## config.mk

```make
export PLATFORM = sky130hd
export DESIGN_NAME = cycle_count_timestamp_splitter_core
export DESIGN_NICKNAME = d
export VERILOG_FILES = /design/src/rtl/ccts_pkg.sv /design/src/rtl/ccts_extend.sv /design/src/rtl/ccts_rate_div.sv /design/src/rtl/ccts_kilo_div.sv /design/src/rtl/cycle_count_timestamp_splitter_core.sv
export VERILOG_INCLUDE_DIRS = /design/src /design/src/rtl
export SDC_FILE = /design/constraint.sdc
export NUM_CORES = 1
export LEC_CHECK = 0
export ABC_AREA = 1
export ABC_CLOCK_PERIOD_IN_PS = 14000
export CORE_MARGIN = 2
export CORE_UTILIZATION = 60
export CTS_CLUSTER_DIAMETER = 150
export DETAILED_ROUTE_END_ITERATION = 6
export DONT_BUFFER_PORTS = 1
export PLACE_DENSITY = 0.76
export SYNTH_ARGS = -nofsm -noshare
export SYNTH_HDL_FRONTEND = slang
export SYNTH_SLANG_ARGS = --single-unit
```

## constraint.sdc

```tcl
create_clock -name clk -period 14 [get_ports clk]
set_clock_uncertainty 0.1 [all_clocks]
set_input_delay 2.1 -clock clk [delete_from_list [all_inputs] [get_ports clk]]
set_output_delay 2.1 -clock clk [all_outputs]
set_load 0.02 [all_outputs]
```

## src/rtl/cycle_count_timestamp_splitter_core_defines.svh

```systemverilog
// ----------------------------------------------------------------------------
// Cycle count timestamp splitter assertion macros
// Concurrent assertion shorthands shared by the core RTL.
// ----------------------------------------------------------------------------
`ifndef CYCLE_COUNT_TIMESTAMP_SPLITTER_CORE_DEFINES_SVH
`define CYCLE_COUNT_TIMESTAMP_SPLITTER_CORE_DEFINES_SVH

// same-cycle implication
`define CCTS_ASSERT_IMP(lbl, clk_s, rst_s, ante, cons, msg) \
  lbl: assert property (@(posedge clk_s) disable iff (rst_s) (ante) |-> (cons)) \
    else $error(msg);

// next-cycle implication
`define CCTS_ASSERT_NXT(lbl, clk_s, rst_s, ante, cons, msg) \
  lbl: assert property (@(posedge clk_s) disable iff (rst_s) (ante) |=> (cons)) \
    else $error(msg);

`endif

```

## src/rtl/ccts_pkg.sv

```systemverilog
// ----------------------------------------------------------------------------
// ccts_pkg
// Shared widths, constants and types of the cycle count timestamp splitter.
// ----------------------------------------------------------------------------
`default_nettype none

package ccts_pkg;

  localparam int CountW   = 32;
  localparam int TotalW   = 64;
  localparam int FreqW    = 13;
  localparam int SecW     = 45;
  localparam int SubW     = 10;
  localparam int CntW     = 7;
  localparam int OutDataW = 136;

  localparam logic [FreqW-1:0] FreqReset = 13'd168;
  localparam logic [SubW:0]    Kilo      = 11'd1000;
  localparam logic [CntW-1:0]  Steps     = 7'd64;
  localparam logic [CntW-1:0]  CntDone   = 7'd67;

  typedef struct packed {
    logic start;
    logic step;
  } stage_ctl_t;

  typedef enum logic [1:0] {
    ST_IDLE = 2'b01,
    ST_BUSY = 2'b10
  } state_t;

endpackage

`default_nettype wire

```

## src/rtl/ccts_extend.sv

```systemverilog
// ----------------------------------------------------------------------------
// ccts_extend
// Tracks counter wraps and extends a 32-bit sample to a 64-bit cycle total.
// ----------------------------------------------------------------------------
`default_nettype none

module ccts_extend (
  input  wire                          clk,
  input  wire                          rst,
  input  wire                          accept,
  input  wire [ccts_pkg::CountW-1:0]   cycle_count,
  output logic [ccts_pkg::TotalW-1:0]  total
);

  logic [ccts_pkg::CountW-1:0] last_count;
  logic [ccts_pkg::CountW-1:0] wrap_count;
  logic [ccts_pkg::CountW-1:0] wrap_count_next;

  assign wrap_count_next = (cycle_count < last_count) ?
                           wrap_count + ccts_pkg::CountW'(1) : wrap_count;
  assign total = {wrap_count_next, cycle_count};

  always_ff @(posedge clk) begin
    if (rst) begin
      last_count <= '0;
      wrap_count <= '0;
    end else if (accept) begin
      last_count <= cycle_count;
      wrap_count <= wrap_count_next;
    end
  end

endmodule

`default_nettype wire

```

## src/rtl/ccts_rate_div.sv

```systemverilog
// ----------------------------------------------------------------------------
// ccts_rate_div
// Bit-serial restoring divider of the cycle total by the clock rate in MHz;
// emits one quotient bit per step, most significant first.
// ----------------------------------------------------------------------------
`default_nettype none

module ccts_rate_div (
  input  wire                          clk,
  input  wire                          rst,
  input  wire ccts_pkg::stage_ctl_t    ctl,
  input  wire [ccts_pkg::TotalW-1:0]   dividend,
  input  wire [ccts_pkg::FreqW-1:0]    divisor,
  output logic                         q_bit,
  output logic                         q_vld
);

  logic [ccts_pkg::TotalW-1:0] dvd;
  logic [ccts_pkg::FreqW-1:0]  dsr;
  logic [ccts_pkg::FreqW-1:0]  rem;
  logic [ccts_pkg::FreqW:0]    trial;
  logic [ccts_pkg::FreqW:0]    diff;
  logic                        ge;

  assign trial = {rem, dvd[ccts_pkg::TotalW-1]};
  assign diff  = trial - {1'b0, dsr};
  assign ge    = (trial >= {1'b0, dsr});

  always_ff @(posedge clk) begin
    if (ctl.start) begin
      dvd <= dividend;
      dsr <= (divisor == '0) ? ccts_pkg::FreqW'(1) : divisor;
      rem <= '0;
    end else if (ctl.step) begin
      dvd <= {dvd[ccts_pkg::TotalW-2:0], 1'b0};
      rem <= ge ? diff[ccts_pkg::FreqW-1:0] : trial[ccts_pkg::FreqW-1:0];
    end
    q_bit <= ge;
  end

  always_ff @(posedge clk) begin
    if (rst) begin
      q_vld <= 1'b0;
    end else begin
      q_vld <= ctl.step & ~ctl.start;
    end
  end

endmodule

`default_nettype wire

```

## src/rtl/ccts_kilo_div.sv

```systemverilog
// ----------------------------------------------------------------------------
// ccts_kilo_div
// Bit-serial divide-by-1000 stage: consumes a dividend bit stream, emits the
// quotient stream and holds the remainder.
// ----------------------------------------------------------------------------
`default_nettype none

module ccts_kilo_div (
  input  wire                          clk,
  input  wire                          rst,
  input  wire                          start,
  input  wire                          in_bit,
  input  wire                          in_vld,
  output logic                         q_bit,
  output logic                         q_vld,
  output logic [ccts_pkg::SubW-1:0]    rem
);

  logic [ccts_pkg::SubW:0] trial;
  logic [ccts_pkg::SubW:0] diff;
  logic                    ge;

  assign trial = {rem, in_bit};
  assign diff  = trial - ccts_pkg::Kilo;
  assign ge    = (trial >= ccts_pkg::Kilo);

  always_ff @(posedge clk) begin
    if (start) begin
      rem <= '0;
    end else if (in_vld) begin
      rem <= ge ? diff[ccts_pkg::SubW-1:0] : trial[ccts_pkg::SubW-1:0];
    end
    q_bit <= ge;
  end

  always_ff @(posedge clk) begin
    if (rst) begin
      q_vld <= 1'b0;
    end else begin
      q_vld <= in_vld & ~start;
    end
  end

endmodule

`default_nettype wire

```

## src/rtl/cycle_count_timestamp_splitter_core.sv

```systemverilog
// ----------------------------------------------------------------------------
// cycle_count_timestamp_splitter_core
// Extends 32-bit cycle counter samples to 64 bits and splits the total into
// seconds, milliseconds, microseconds and total microseconds. The 64-step
// bit-serial division of the cycle total by the clock rate comes first; the
// registered quotient bits then drain through the two chained
// divide-by-1000 digit stages, the output register is loaded and the core
// returns to idle. No new sample is taken while the core is busy. A finished
// result waits in the output register while the next sample is already
// taken; a result that is still waiting when the next one finishes holds the
// core until it leaves.
// ----------------------------------------------------------------------------
`default_nettype none

`include "cycle_count_timestamp_splitter_core_defines.svh"

module cycle_count_timestamp_splitter_core (
  input  wire                              clk,
  input  wire                              rst,
  input  wire                              cfg_we,
  input  wire [ccts_pkg::FreqW-1:0]        cfg_wdata,     // clock rate in MHz
  input  wire                              s_axis_tvalid,
  output logic                             s_axis_tready,
  input  wire [ccts_pkg::CountW-1:0]       s_axis_tdata,  // cycle_count
  output logic                             m_axis_tvalid,
  input  wire                              m_axis_tready,
  // seconds[44:0], millis[54:45], micros[64:55], total_micros[128:65], zero pad
  output logic [ccts_pkg::OutDataW-1:0]    m_axis_tdata
);

  ccts_pkg::state_t            state;
  ccts_pkg::stage_ctl_t        rate_ctl;
  logic [ccts_pkg::FreqW-1:0]  clk_rate_mhz;
  logic [ccts_pkg::CntW-1:0]   cnt;
  logic [ccts_pkg::TotalW-1:0] total;
  logic [ccts_pkg::TotalW-1:0] total_micros;
  logic [ccts_pkg::SecW-1:0]   seconds;
  logic [ccts_pkg::SubW-1:0]   millis;
  logic [ccts_pkg::SubW-1:0]   micros;
  logic                        s_accept;
  logic                        done;
  logic                        out_load;
  logic                        q1_bit;
  logic                        q1_vld;
  logic                        q2_bit;
  logic                        q2_vld;
  logic                        q3_bit;
  logic                        q3_vld;

  assign s_axis_tready = (state == ccts_pkg::ST_IDLE);
  assign s_accept      = s_axis_tvalid & s_axis_tready;
  assign done          = (state == ccts_pkg::ST_BUSY) && (cnt == ccts_pkg::CntDone);
  assign out_load      = done & (~m_axis_tvalid | m_axis_tready);

  assign rate_ctl.start = s_accept;
  assign rate_ctl.step  = (state == ccts_pkg::ST_BUSY) && (cnt < ccts_pkg::Steps);

  always_ff @(posedge clk) begin
    if (rst) begin
      clk_rate_mhz <= ccts_pkg::FreqReset;
    end else if (cfg_we) begin
      clk_rate_mhz <= cfg_wdata;
    end
  end

  ccts_extend u_extend (
    .clk         (clk),
    .rst         (rst),
    .accept      (s_accept),
    .cycle_count (s_axis_tdata),
    .total       (total)
  );

  ccts_rate_div u_rate_div (
    .clk      (clk),
    .rst      (rst),
    .ctl      (rate_ctl),
    .dividend (total),
    .divisor  (clk_rate_mhz),
    .q_bit    (q1_bit),
    .q_vld    (q1_vld)
  );

  ccts_kilo_div u_us_div (
    .clk    (clk),
    .rst    (rst),
    .start  (s_accept),
    .in_bit (q1_bit),
    .in_vld (q1_vld),
    .q_bit  (q2_bit),
    .q_vld  (q2_vld),
    .rem    (micros)
  );

  ccts_kilo_div u_ms_div (
    .clk    (clk),
    .rst    (rst),
    .start  (s_accept),
    .in_bit (q2_bit),
    .in_vld (q2_vld),
    .q_bit  (q3_bit),
    .q_vld  (q3_vld),
    .rem    (millis)
  );

  always_ff @(posedge clk) begin
    if (q1_vld) begin
      total_micros <= {total_micros[ccts_pkg::TotalW-2:0], q1_bit};
    end
    if (q3_vld) begin
      seconds <= {seconds[ccts_pkg::SecW-2:0], q3_bit};
    end
  end

  always_ff @(posedge clk) begin
    if (rst) begin
      state <= ccts_pkg::ST_IDLE;
      cnt   <= '0;
    end else begin
      unique case (state)
        ccts_pkg::ST_IDLE: begin
          if (s_accept) begin
            state <= ccts_pkg::ST_BUSY;
            cnt   <= '0;
          end
        end
        ccts_pkg::ST_BUSY: begin
          if (out_load) begin
            state <= ccts_pkg::ST_IDLE;
          end else if (!done) begin
            cnt <= cnt + ccts_pkg::CntW'(1);
          end
        end
        default: begin
          state <= ccts_pkg::ST_IDLE;
        end
      endcase
    end
  end

  always_ff @(posedge clk) begin
    if (rst) begin
      m_axis_tvalid <= 1'b0;
    end else if (out_load) begin
      m_axis_tvalid <= 1'b1;
    end else if (m_axis_tready) begin
      m_axis_tvalid <= 1'b0;
    end
  end

  always_ff @(posedge clk) begin
    if (out_load) begin
      m_axis_tdata <= {7'd0, total_micros, micros, millis, seconds};
    end
  end

  `CCTS_ASSERT_NXT(a_accept_busy, clk, rst, s_accept, !s_axis_tready, "accept did not start work")
  `CCTS_ASSERT_NXT(a_stage_chain, clk, rst, q1_vld, q2_vld, "digit stage lost a quotient bit")
  `CCTS_ASSERT_IMP(a_sub_range, clk, rst, out_load,
                   (millis < 10'd1000) && (micros < 10'd1000), "sub-second field out of range")
  `CCTS_ASSERT_IMP(a_out_from_busy, clk, rst, $rose(m_axis_tvalid),
                   $past(state) == ccts_pkg::ST_BUSY, "result raised outside of work")

endmodule

`default_nettype wire

```

==> results of run 1 <==
-- synth_stat cells (all sizes together) (2+ instances only) --
master    n
xnor2     5
a21oi   112
nor2     89
ha       48
inv     178
o211ai    7
nand2   430
dfxtp   126
o221ai    2
a41oi     2
a21o      4
clkbuf   39
o21bai    2
nand4    15
edfxtp  315
nor3     21
o21ai    63
nor4      5
nand3   101
xor2     12
nand3b    4
buf      28
-- metrics by stage --
| stage | total power, µW | hold slack (ns) | cells | setup slack (ns) | util |
|---|---|---|---|---|---|
| global route | 2910 | 0.335 | 2031 | 9.55 | 0.666 |
| global placement | 1590 | 0.295 | 1952 | 9.35 | 0.614 |
| detailed placement | 1600 | 0.289 | 1952 | 9.29 | 0.614 |
| finish | 2820 | 0.327 | 2031 | 9.78 | 0.666 |
| floorplan | 1570 | 0.286 | 1623 | 4.76 | - |
| CTS | 2840 | 0.328 | 2031 | 9.83 | 0.666 |
-- registers in the layout, summed over array words and instances, names as in the netlist --
signal and cells:
clk_rate_mhz 13, cnt 7, m_axis_tdata 129, m_axis_tvalid 1, seconds 45, state 2, total_micros 64, u_extend.last_count 32
u_extend.wrap_count 32, u_ms_div.q_bit 1, u_ms_div.q_vld 1, u_ms_div.rem 10, u_rate_div.dsr 13, u_rate_div.dvd 64, u_rate_div.q_bit 1, u_rate_div.q_vld 1
u_rate_div.rem 13, u_us_div.q_bit 1, u_us_div.q_vld 1, u_us_div.rem 10
-- worst max-delay path by stage --
| stage | startpoint | endpoint | slack (ns) | cells past startpoint |
|---|---|---|---|---|
| 5_1_grt | s_axis_tdata[5] | u_rate_div.dvd[50] | 9.55 | 13 |
| 3_5_place_dp | s_axis_tdata[5] | u_rate_div.dvd[50] | 9.29 | 13 |
| 2_1_floorplan | m_axis_tready | state[1] | 4.76 | 5 |
| 6_report | s_axis_tdata[5] | u_rate_div.dvd[50] | 9.78 | 13 |
| 4_1_cts | s_axis_tdata[15] | u_rate_div.dvd[50] | 9.83 | 13 |
| 3_3_place_gp | s_axis_tdata[5] | u_rate_div.dvd[50] | 9.35 | 13 |
-- final cells by class --
| class | instances | area, µm² | share of cell area |
|---|---|---|---|
| clock buffer | 53 | 1130 | 0.0579 |
| tap | 390 | 488 | 0.0249 |
| sequential | 441 | 12000 | 0.612 |
| inverter | 179 | 672 | 0.0343 |
| timing repair buffer | 6 | 45.0 | 0.00230 |
| clock inverter | 26 | 398 | 0.0203 |
| multi-input combinational | 936 | 4850 | 0.248 |
-- where the power goes --
| group | switching [µW] | total, µW | internal, µW |
|---|---|---|---|
| logic | 89.8 | 127 | 36.9 |
| registers | 15.4 | 1450 | 1430 |
| clock network | 502 | 1250 | 749 |
| total | 607 | 2820 | 2220 |
-- metal layers --
layer | share of wire | routed length, µm | track usage
met3 | 0.078 | 2860 | 0.0431
met2 | 0.46 | 17100 | 0.379
met1 | 0.43 | 16000 | 0.331
met4 | 0.024 | 888 | 0.0778
met5 | 0 | 0 | 0
-- critical path: stages --
cell and delay [ns]:
ha_1 0.29, a21oi_1 0.13, nor2_1 0.05, nor3_1 0.12
nand2_1 0.07, nand2_1 0.05, nand2_1 0.08, nand2_1 0.94
nand2_1 0.23, nand2_1 0.12, nand2_1 0.06, nand2_1 0.08
nand2_1 0.07
-- cells by family (layout without fill, tap and decap cells) --
logic type               count (synthesis)  in the layout  share of synthesized area
AND/OR/NAND/NOR                        668            668                      0.166
flip-flops                             441            441                      0.674
buffers and inverters                  246            264                     0.0559
AO/OA/AOI/OAI                          195            195                     0.0606
adder cells (fa/ha/maj)                 49             49                     0.0349
XOR/XNOR                                17             17                    0.00837
other                                    1              7                   0.000211
==> results.yml, run 1 <==
floorplanning:
  dieArea_um2: 31000
  start_util: 0.605
  fp-row-count: 63
  core-area_um2: 29400
  io_pins: 188
  die_y_um: 176
  die_x_um: 176
detailed_routing:
  drt_wl_total_um: 36800
  firstDrtPassIters: 5
  ant_nets: 0
  wl_per_cell_um: 18.1
  dr_total_vias: 11500
  drt_iter0_drc: 1190
  via_per_inst: 5.64
  drc: 0
timing:
  fin_crit_sh: 0.302
  max_freq_mhz: 237
  tns_ns: 0
  setup_viol: 0
  slew_headroom: 0.141
  slew_viol_final: 0
  tightest_slew_ns: 1.29
  rsz0062_at_grt: "no"
  hold_viol: 0
  period_needed_ns: 4.22
placed_design:
  io_buffers: 0
  place_congestion: 0.881
  place_area_um2: 18000
  dp_hpwl_um: 21400
setup_path:
  path_max_fanout: 38
  endpoint_kind: "register"
  required_ns: 14.19
  arrival_ns: 4.41
  timing.rr.end: "m_axis_tdata[22]"
  path_class: "in2reg"
  worstRegToRegCells: 7
  ff2ff_setup_slack_ns: 10.58
  r2r-start: "cnt[0]"
  start_kind: "primary input"
yosys:
  ys_types: 46
  netlist_instances: 1617
  synth_top_cell_area_share: 0.532
  syn_avg_cell_area_um2: 11.0
  yosysTopAreaCell: "edfxtp_1"
  postSynth.asyncResetShare: 0
  ys_ff_latch: 441
  synth_area_leaders: "edfxtp_1 (53%), dfxtp_1 (14%), nand2_1 (9.0%)"
  syn_area_um2: 17800
  synth-edff-count: 315
  synth-main-ff-cell: "edfxtp_1"
  ys_seq_area_frac: 0.674
  synth_warnings: 0
global_route:
  grt_antenna_before_repair: 0
  grt_pass1_vias: 11100
  grt_max_degree: 78
  grt_pass1_wl_um: 58800
  grt_util_all_layers: 0.237
  gr-total-overflow: 0
clock_network:
  post_cts_buffers: 0
  cts_hold_buf: 0
  cts_root_buffer: "clkbuf_16"
  clkLatencyLatePin_ns: 0.55
  path_clk_slew_ns: 0.06
  cts_buffer_depth: 3
  cts.sinks: 441
  h-tree-depth: 2
  cts-resized-gates: 0
  cts_tree: "built"
  cts_buffers: 43
hold_path:
  min_to: "u_rate_div.dsr[4]"
  hold_path.class: "reg2reg"
  whs_path_depth: 0
  min_from: "clk_rate_mhz[4]"
layout:
  syn2layout_area_growth_pct: 10.1
  final_cell_mix: "nand2_1 (425), edfxtp_1 (315), inv_1 (174)"
  n_antenna_cell: 0
  fillers: 2001
  fin_area_um2: 19600
  nets: 1706
  drive_above_1_share: 0.0810
  final_common_cell: "nand2_1"
pwr:
  power.density_nw_per_um2: 144
  ir_drop_mv: 0.125
  power_leakage_uw: 0.00744
run:
  cap_viol_max_count: 0
status:
  status: "finished, final reports clean"
No activity file was read; power rests on OpenSTA's default activity.
==> inputs of run 2 (changes only) <==
- ABC_CLOCK_PERIOD_IN_PS: 14000 -> 4170
- clock period: 14 -> 4.17 ns (I/O delays scaled with it)
==> run 2 against run 1 <==
  * Power rose to 3.3 times the previous value
  * Count of clock-buffer cells in the layout rose by 5
  * Register-to-register slack got worse by 9.5 ns
  * Critical path depth is 3 lower
  * Hold slack worse by 0.29 ns
  * Final cell count about the same
  * Utilization decreased by 0.20 points
  * Die area is the same
  * Critical path type is now reg2reg
  * Via count shrank 0.24%
  * Setup slack got worse by 8.7 ns
  * Combinational power rose to 3.4 times the previous value
  * Non-clock buffer count rose by 3
==> results.yml, run 2 (synthesis gave the netlist of run 1 again) <==
status:
  status: "finished, final reports clean"
layout:
  drive_above_1_share: 0.0809
  largest_reg_flops: 129
  fillers: 2038
  regMostFlops: "m_axis_tdata"
  final_common_cell: "nand2_1"
  largestRegisters: "m_axis_tdata (129), total_micros (64), u_rate_div.dvd (64)"
  final_cell_mix: "nand2_1 (425), edfxtp_1 (315), inv_1 (174)"
  syn2layout_area_growth_pct: 9.73
  nets: 1708
  n_antenna_cell: 0
detailed_routing:
  firstDrtPassIters: 7
  drt_wl_total_um: 36900
  via_per_inst: 5.62
  drt_iter0_drc: 1021
  wl_per_cell_um: 18.2
  drc: 0
  dr_total_vias: 11400
  ant_nets: 0
floorplanning:
  dieArea_um2: 31000
  die_y_um: 176
  io_pins: 188
  start_util: 0.605
  fp-row-count: 63
  core-area_um2: 29400
  die_x_um: 176
clock_network:
  cts_root_buffer: "clkbuf_16"
  clkLatencyLatePin_ns: 0.55
  cts-resized-gates: 0
  post_cts_buffers: 0
  cts_buffers: 42
  cts_tree: "built"
  path_clk_slew_ns: 0.08
  cts.sinks: 441
  cts_hold_buf: 0
  h-tree-depth: 2
  cts_buffer_depth: 3
placed_design:
  io_buffers: 0
  dp_hpwl_um: 21900
  place_congestion: 0.857
global_route:
  grt_pass1_wl_um: 58400
  grt_antenna_before_repair: 0
  gr-total-overflow: 0
  grt_max_degree: 85
  grt_util_all_layers: 0.236
  grt_pass1_vias: 11200
setup_path:
  arrival_ns: 3.36
  path_max_fanout: 59
  worstRegToRegCells: 10
  r2r-start: "state[0]"
  ff2ff_setup_slack_ns: 1.12
  start_kind: "register"
  timing.rr.end: "cnt[6]"
  required_ns: 4.48
  path_class: "reg2reg"
  endpoint_kind: "register"
timing:
  fin_crit_sh: 0.731
  period_needed_ns: 3.05
  rsz0062_at_grt: "no"
  tightest_slew_ns: 1.15
  setup_viol: 0
  max_freq_mhz: 328
  slew_viol_final: 0
  slew_headroom: 0.231
  hold_viol: 0
  tns_ns: 0
hold_path:
  min_to: "m_axis_tvalid"
  min_from: "rst"
  whs_path_depth: 1
  hold_path.class: "in2reg"
pwr:
  power.density_nw_per_um2: 473
  finalPower_uw: 9230
  ir_drop_mv: 0.410
  power_leakage_uw: 0.00739
run:
  cap_viol_max_count: 0
run 2: worst max-delay path by stage:
stage                                from            endpoint  cells past startpoint
final                            state[0]              cnt[6]                     10
after floorplan                    cnt[0]            state[1]                      8
after CTS                        state[0]              cnt[6]                     10
after global placement    s_axis_tdata[5]  u_rate_div.dvd[51]                     12
after detailed placement  s_axis_tdata[5]  u_rate_div.dvd[56]                     12
after global routing             state[0]              cnt[6]                     10
run 2: final cells by class:
class,count,area [µm²],area share
repair buffers,9,105,0.00539
clock buffers,58,1170,0.0601
flip-flops and latches,441,12000,0.614
multi-input cells,936,4850,0.249
clock inverters,20,240,0.0123
well taps,390,488,0.0250
inverters,179,672,0.0344
run 2: through the flow:
| stage | util | area, µm² | hold slack, ns | worst slack (ns) | cells |
|---|---|---|---|---|---|
| after floorplan | - | 17800 | 0.286 | 0.536 | 1623 |
| after global placement | 0.616 | 18100 | 0.292 | 1.16 | 1955 |
| after detailed placement | 0.616 | 18100 | 0.308 | 1.08 | 1955 |
| after CTS | 0.664 | 19500 | 0.0208 | 1.16 | 2033 |
| after global routing | 0.664 | 19500 | 0.0250 | 0.810 | 2033 |
| final | 0.664 | 19500 | 0.0323 | 1.12 | 2033 |
run 2: where the power goes:
part	internal (µW)	switching [µW]	leakage, µW	total, µW
Clock	2290	1650	0.000692	3950
Sequential	4800	55.9	0.00391	4860
Combinational	128	299	0.00280	427
run 2: routing by layer:
layer | GRT usage | share of wire | up-vias
li1 | - | - | 5405
met2 | 0.384 | 0.47 | 552
met1 | 0.319 | 0.42 | 5395
met3 | 0.0515 | 0.088 | 75
met5 | 0 | 0 | -
met4 | 0.0768 | 0.027 | 0
run 2: critical path, cell delays in order (launching register included):
cell     delay, ns
dfxtp_1       0.31
inv_1         0.05
nor2_2        0.28
nand2_4       0.44
inv_2         0.71
o21ai_1       0.26
nor3_2        0.23
nand3_1       0.13
nor2_1        0.13
xor2_1        0.16
nor2_1        0.05
==> inputs of run 3 (changes only) <==
- ABC_AREA: 1 -> 0
- ABC_CLOCK_PERIOD_IN_PS: 4170 -> 2850
- clock period: 4.17 -> 2.85 ns (I/O delays scaled with it)
==> run 3 against run 2 <==
  * Power rose by 48%
  * Non-clock buffer count grew 96
  * Register-to-register slack worse by 1.1 ns
  * Sequential share of layout area decreased by 2.6 points
  * Cell area is 4.5% higher
  * Critical endpoint is now u_rate_div.dvd[62]
  * Highest routed layer unchanged
==> results.yml, run 3 <==
pwr:
  pwr-share-clk: 0.416
  power.density_nw_per_um2: 670
  power_leakage_uw: 0.00702
  power.net_switching_uw: 3020
  internal-power_uw: 10600
  seqPwrFrac: 0.520
  p_sw_frac: 0.221
  ir_drop_mv: 0.560
  pwr-share-comb: 0.064
  finalPower_uw: 13700
clock_network:
  path_clk_slew_ns: 0.06
  cts.sinks: 441
  cts_buffer_depth: 3
  cts_buffers: 43
  cts_root_buffer: "clkbuf_16"
  cts_tree: "built"
  clkLatencyLatePin_ns: 0.55
  h-tree-depth: 2
floorplanning:
  dieArea_um2: 30600
  start_util: 0.611
  die_x_um: 175
  fp-row-count: 62
  io_pins: 188
  core-area_um2: 28700
  die_y_um: 175
placed_design:
  io_buffers: 0
  place_congestion: 0.829
  place_worst_setup_slack_ns: -0.198
  dp_hpwl_um: 21200
detailed_routing:
  drt_wl_total_um: 37000
  ant_nets: 0
  firstDrtPassIters: 5
  drt_iter0_drc: 990
  wl_per_cell_um: 19.6
  via_per_inst: 5.87
  drc: 0
  dr_total_vias: 11100
timing:
  period_needed_ns: 2.79
  slew_viol_final: 0
  hold_viol: 0
  fin_ws_ns: 0.0628
  setup_viol: 0
  fin_crit_sh: 0.978
  max_freq_mhz: 359
  slew_headroom: 0.307
  tightest_slew_ns: 1.04
  rsz0062_at_grt: "yes"
setup_path:
  ff2ff_setup_slack_ns: 0.06
  timing.rr.end: "u_rate_div.dvd[62]"
  required_ns: 3.03
  worstRegToRegCells: 11
  endpoint_kind: "register"
  start_kind: "register"
  arrival_ns: 2.97
  r2r-start: "u_extend.last_count[18]"
  path_class: "reg2reg"
  path_max_fanout: 6
hold_path:
  hold_path.class: "in2reg"
  whs_path_depth: 3
  min_to: "u_us_div.rem[7]"
  min_from: "s_axis_tvalid"
yosys:
  syn_avg_cell_area_um2: 12.6
  synth_top_cell_area_share: 0.540
  ys_types: 71
  netlist_instances: 1391
  ys_ff_latch: 441
  synth-edff-count: 315
  synth_most_common_cell: "edfxtp_1"
  synth_area_leaders: "edfxtp_1 (54%), dfxtp_1 (14%), nand2_1 (4.3%)"
  synth-main-ff-cell: "edfxtp_1"
  postSynth.asyncResetShare: 0
  synth_warnings: 0
  synth_common_cells: "edfxtp_1 (315), nand2_1 (199), dfxtp_1 (126)"
  syn_area_um2: 17500
  ys_seq_area_frac: 0.684
  yosysTopAreaCell: "edfxtp_1"
global_route:
  grt_util_all_layers: 0.238
  grt_max_degree: 104
  grt_pass1_wl_um: 58100
  gr-total-overflow: 0
  grt_pass1_vias: 10800
  grt_antenna_before_repair: 0
layout:
  post-route-util: 0.711
  largestRegisters: "m_axis_tdata (129), total_micros (64), u_rate_div.dvd (64)"
  drive_above_1_share: 0.111
  regMostFlops: "m_axis_tdata"
  final_cell_mix: "edfxtp_1 (315), nand2_1 (198), dfxtp_1 (120)"
  nets: 1565
  syn2layout_area_growth_pct: 16.4
  n_antenna_cell: 0
  final_common_cell: "edfxtp_1"
  largest_reg_flops: 129
status:
  status: "finished, final reports clean"
run:
  cap_viol_max_count: 0
## run 3: worst max path at each step
stage	start	end	slack, ns	cells past startpoint
5_1_grt	u_extend.last_count[18]	u_rate_div.dvd[62]	-0.04	11
3_3_place_gp	s_axis_tdata[17]	u_extend.wrap_count[24]	-0.06	9
2_1_floorplan	cnt[5]	m_axis_tdata[0]	-0.49	3
6_report	u_extend.last_count[18]	u_rate_div.dvd[62]	0.06	11
3_5_place_dp	s_axis_tdata[17]	u_rate_div.dvd[38]	-0.20	9
4_1_cts	u_extend.last_count[19]	u_rate_div.dvd[47]	-0.0007	11
## run 3: final cells by class
| type | count | area, µm² |
|---|---|---|
| inverters | 67 | 256 |
| flip-flops and latches | 441 | 12000 |
| repair buffers | 105 | 1060 |
| clock buffers | 61 | 1170 |
| clock inverters | 19 | 240 |
| multi-input cells | 808 | 5190 |
| well taps | 384 | 480 |
| fillers | 1898 | 8310 |
## run 3: critical path: stages, from the launching register on
cell	delay, ns
dfxtp_2	0.34
inv_2	0.05
ha_4	0.20
and2_4	0.15
a221o_1	0.33
a22oi_2	0.19
o211ai_2	0.15
buf_12	0.17
a2111oi_4	0.40
buf_4	0.19
mux2i_1	0.17
nand3_1	0.09
## run 3: per-stage QoR
stage | TNS, ns | area [µm²] | hold WS, ns | cells
after floorplan | -64.41 | 17600 | 0.286 | 1397
after global placement | -0.159 | 18100 | 0.290 | 1740
after detailed placement | -1.01 | 18100 | 0.292 | 1740
after CTS | -0.000681 | 20200 | 0.00224 | 1877
after global routing | -0.155 | 20400 | 0.0261 | 1885
final | 0 | 20400 | 0.0228 | 1885
## run 3: what timing repair did
item | 4_1_cts | 5_1_grt
gates resized for setup | 5 | 38
buffers inserted | 0 | 8
endpoints found under the hold margin | 111 | 0
endpoints found under the setup margin | 7 | 73
cloned | 0 | 0
pin swaps | 0 | 17
hold buffers | 57 | 0
## run 3: kinds of logic after synthesis
logic type | synth area share
AOI/OAI and AO/OA | 0.0918
xor gates and xnor gates | 0.0220
adders and majority gates | 0.0354
buffers and inverters | 0.0342
DFF | 0.684
muxes | 0.0184
other | 0.000214
and+or+nand+nor | 0.114
## run 3: routing by layer
metal	vias to the layer above	global-route usage	wire (µm)
met5	-	0	0
met4	0	0.0590	840
met3	74	0.0420	2320
met2	411	0.404	18100
met1	5388	0.323	15800
li1	5198	-	-
## run 3: power by group through the flow
stage	combinational [µW]	clock, µW	sequential [µW]
3_5_place_dp	700	0	7240
6_report	874	5680	7110
5_1_grt	971	5990	7120
2_1_floorplan	545	0	7220
3_3_place_gp	679	0	7230
4_1_cts	804	5780	7100
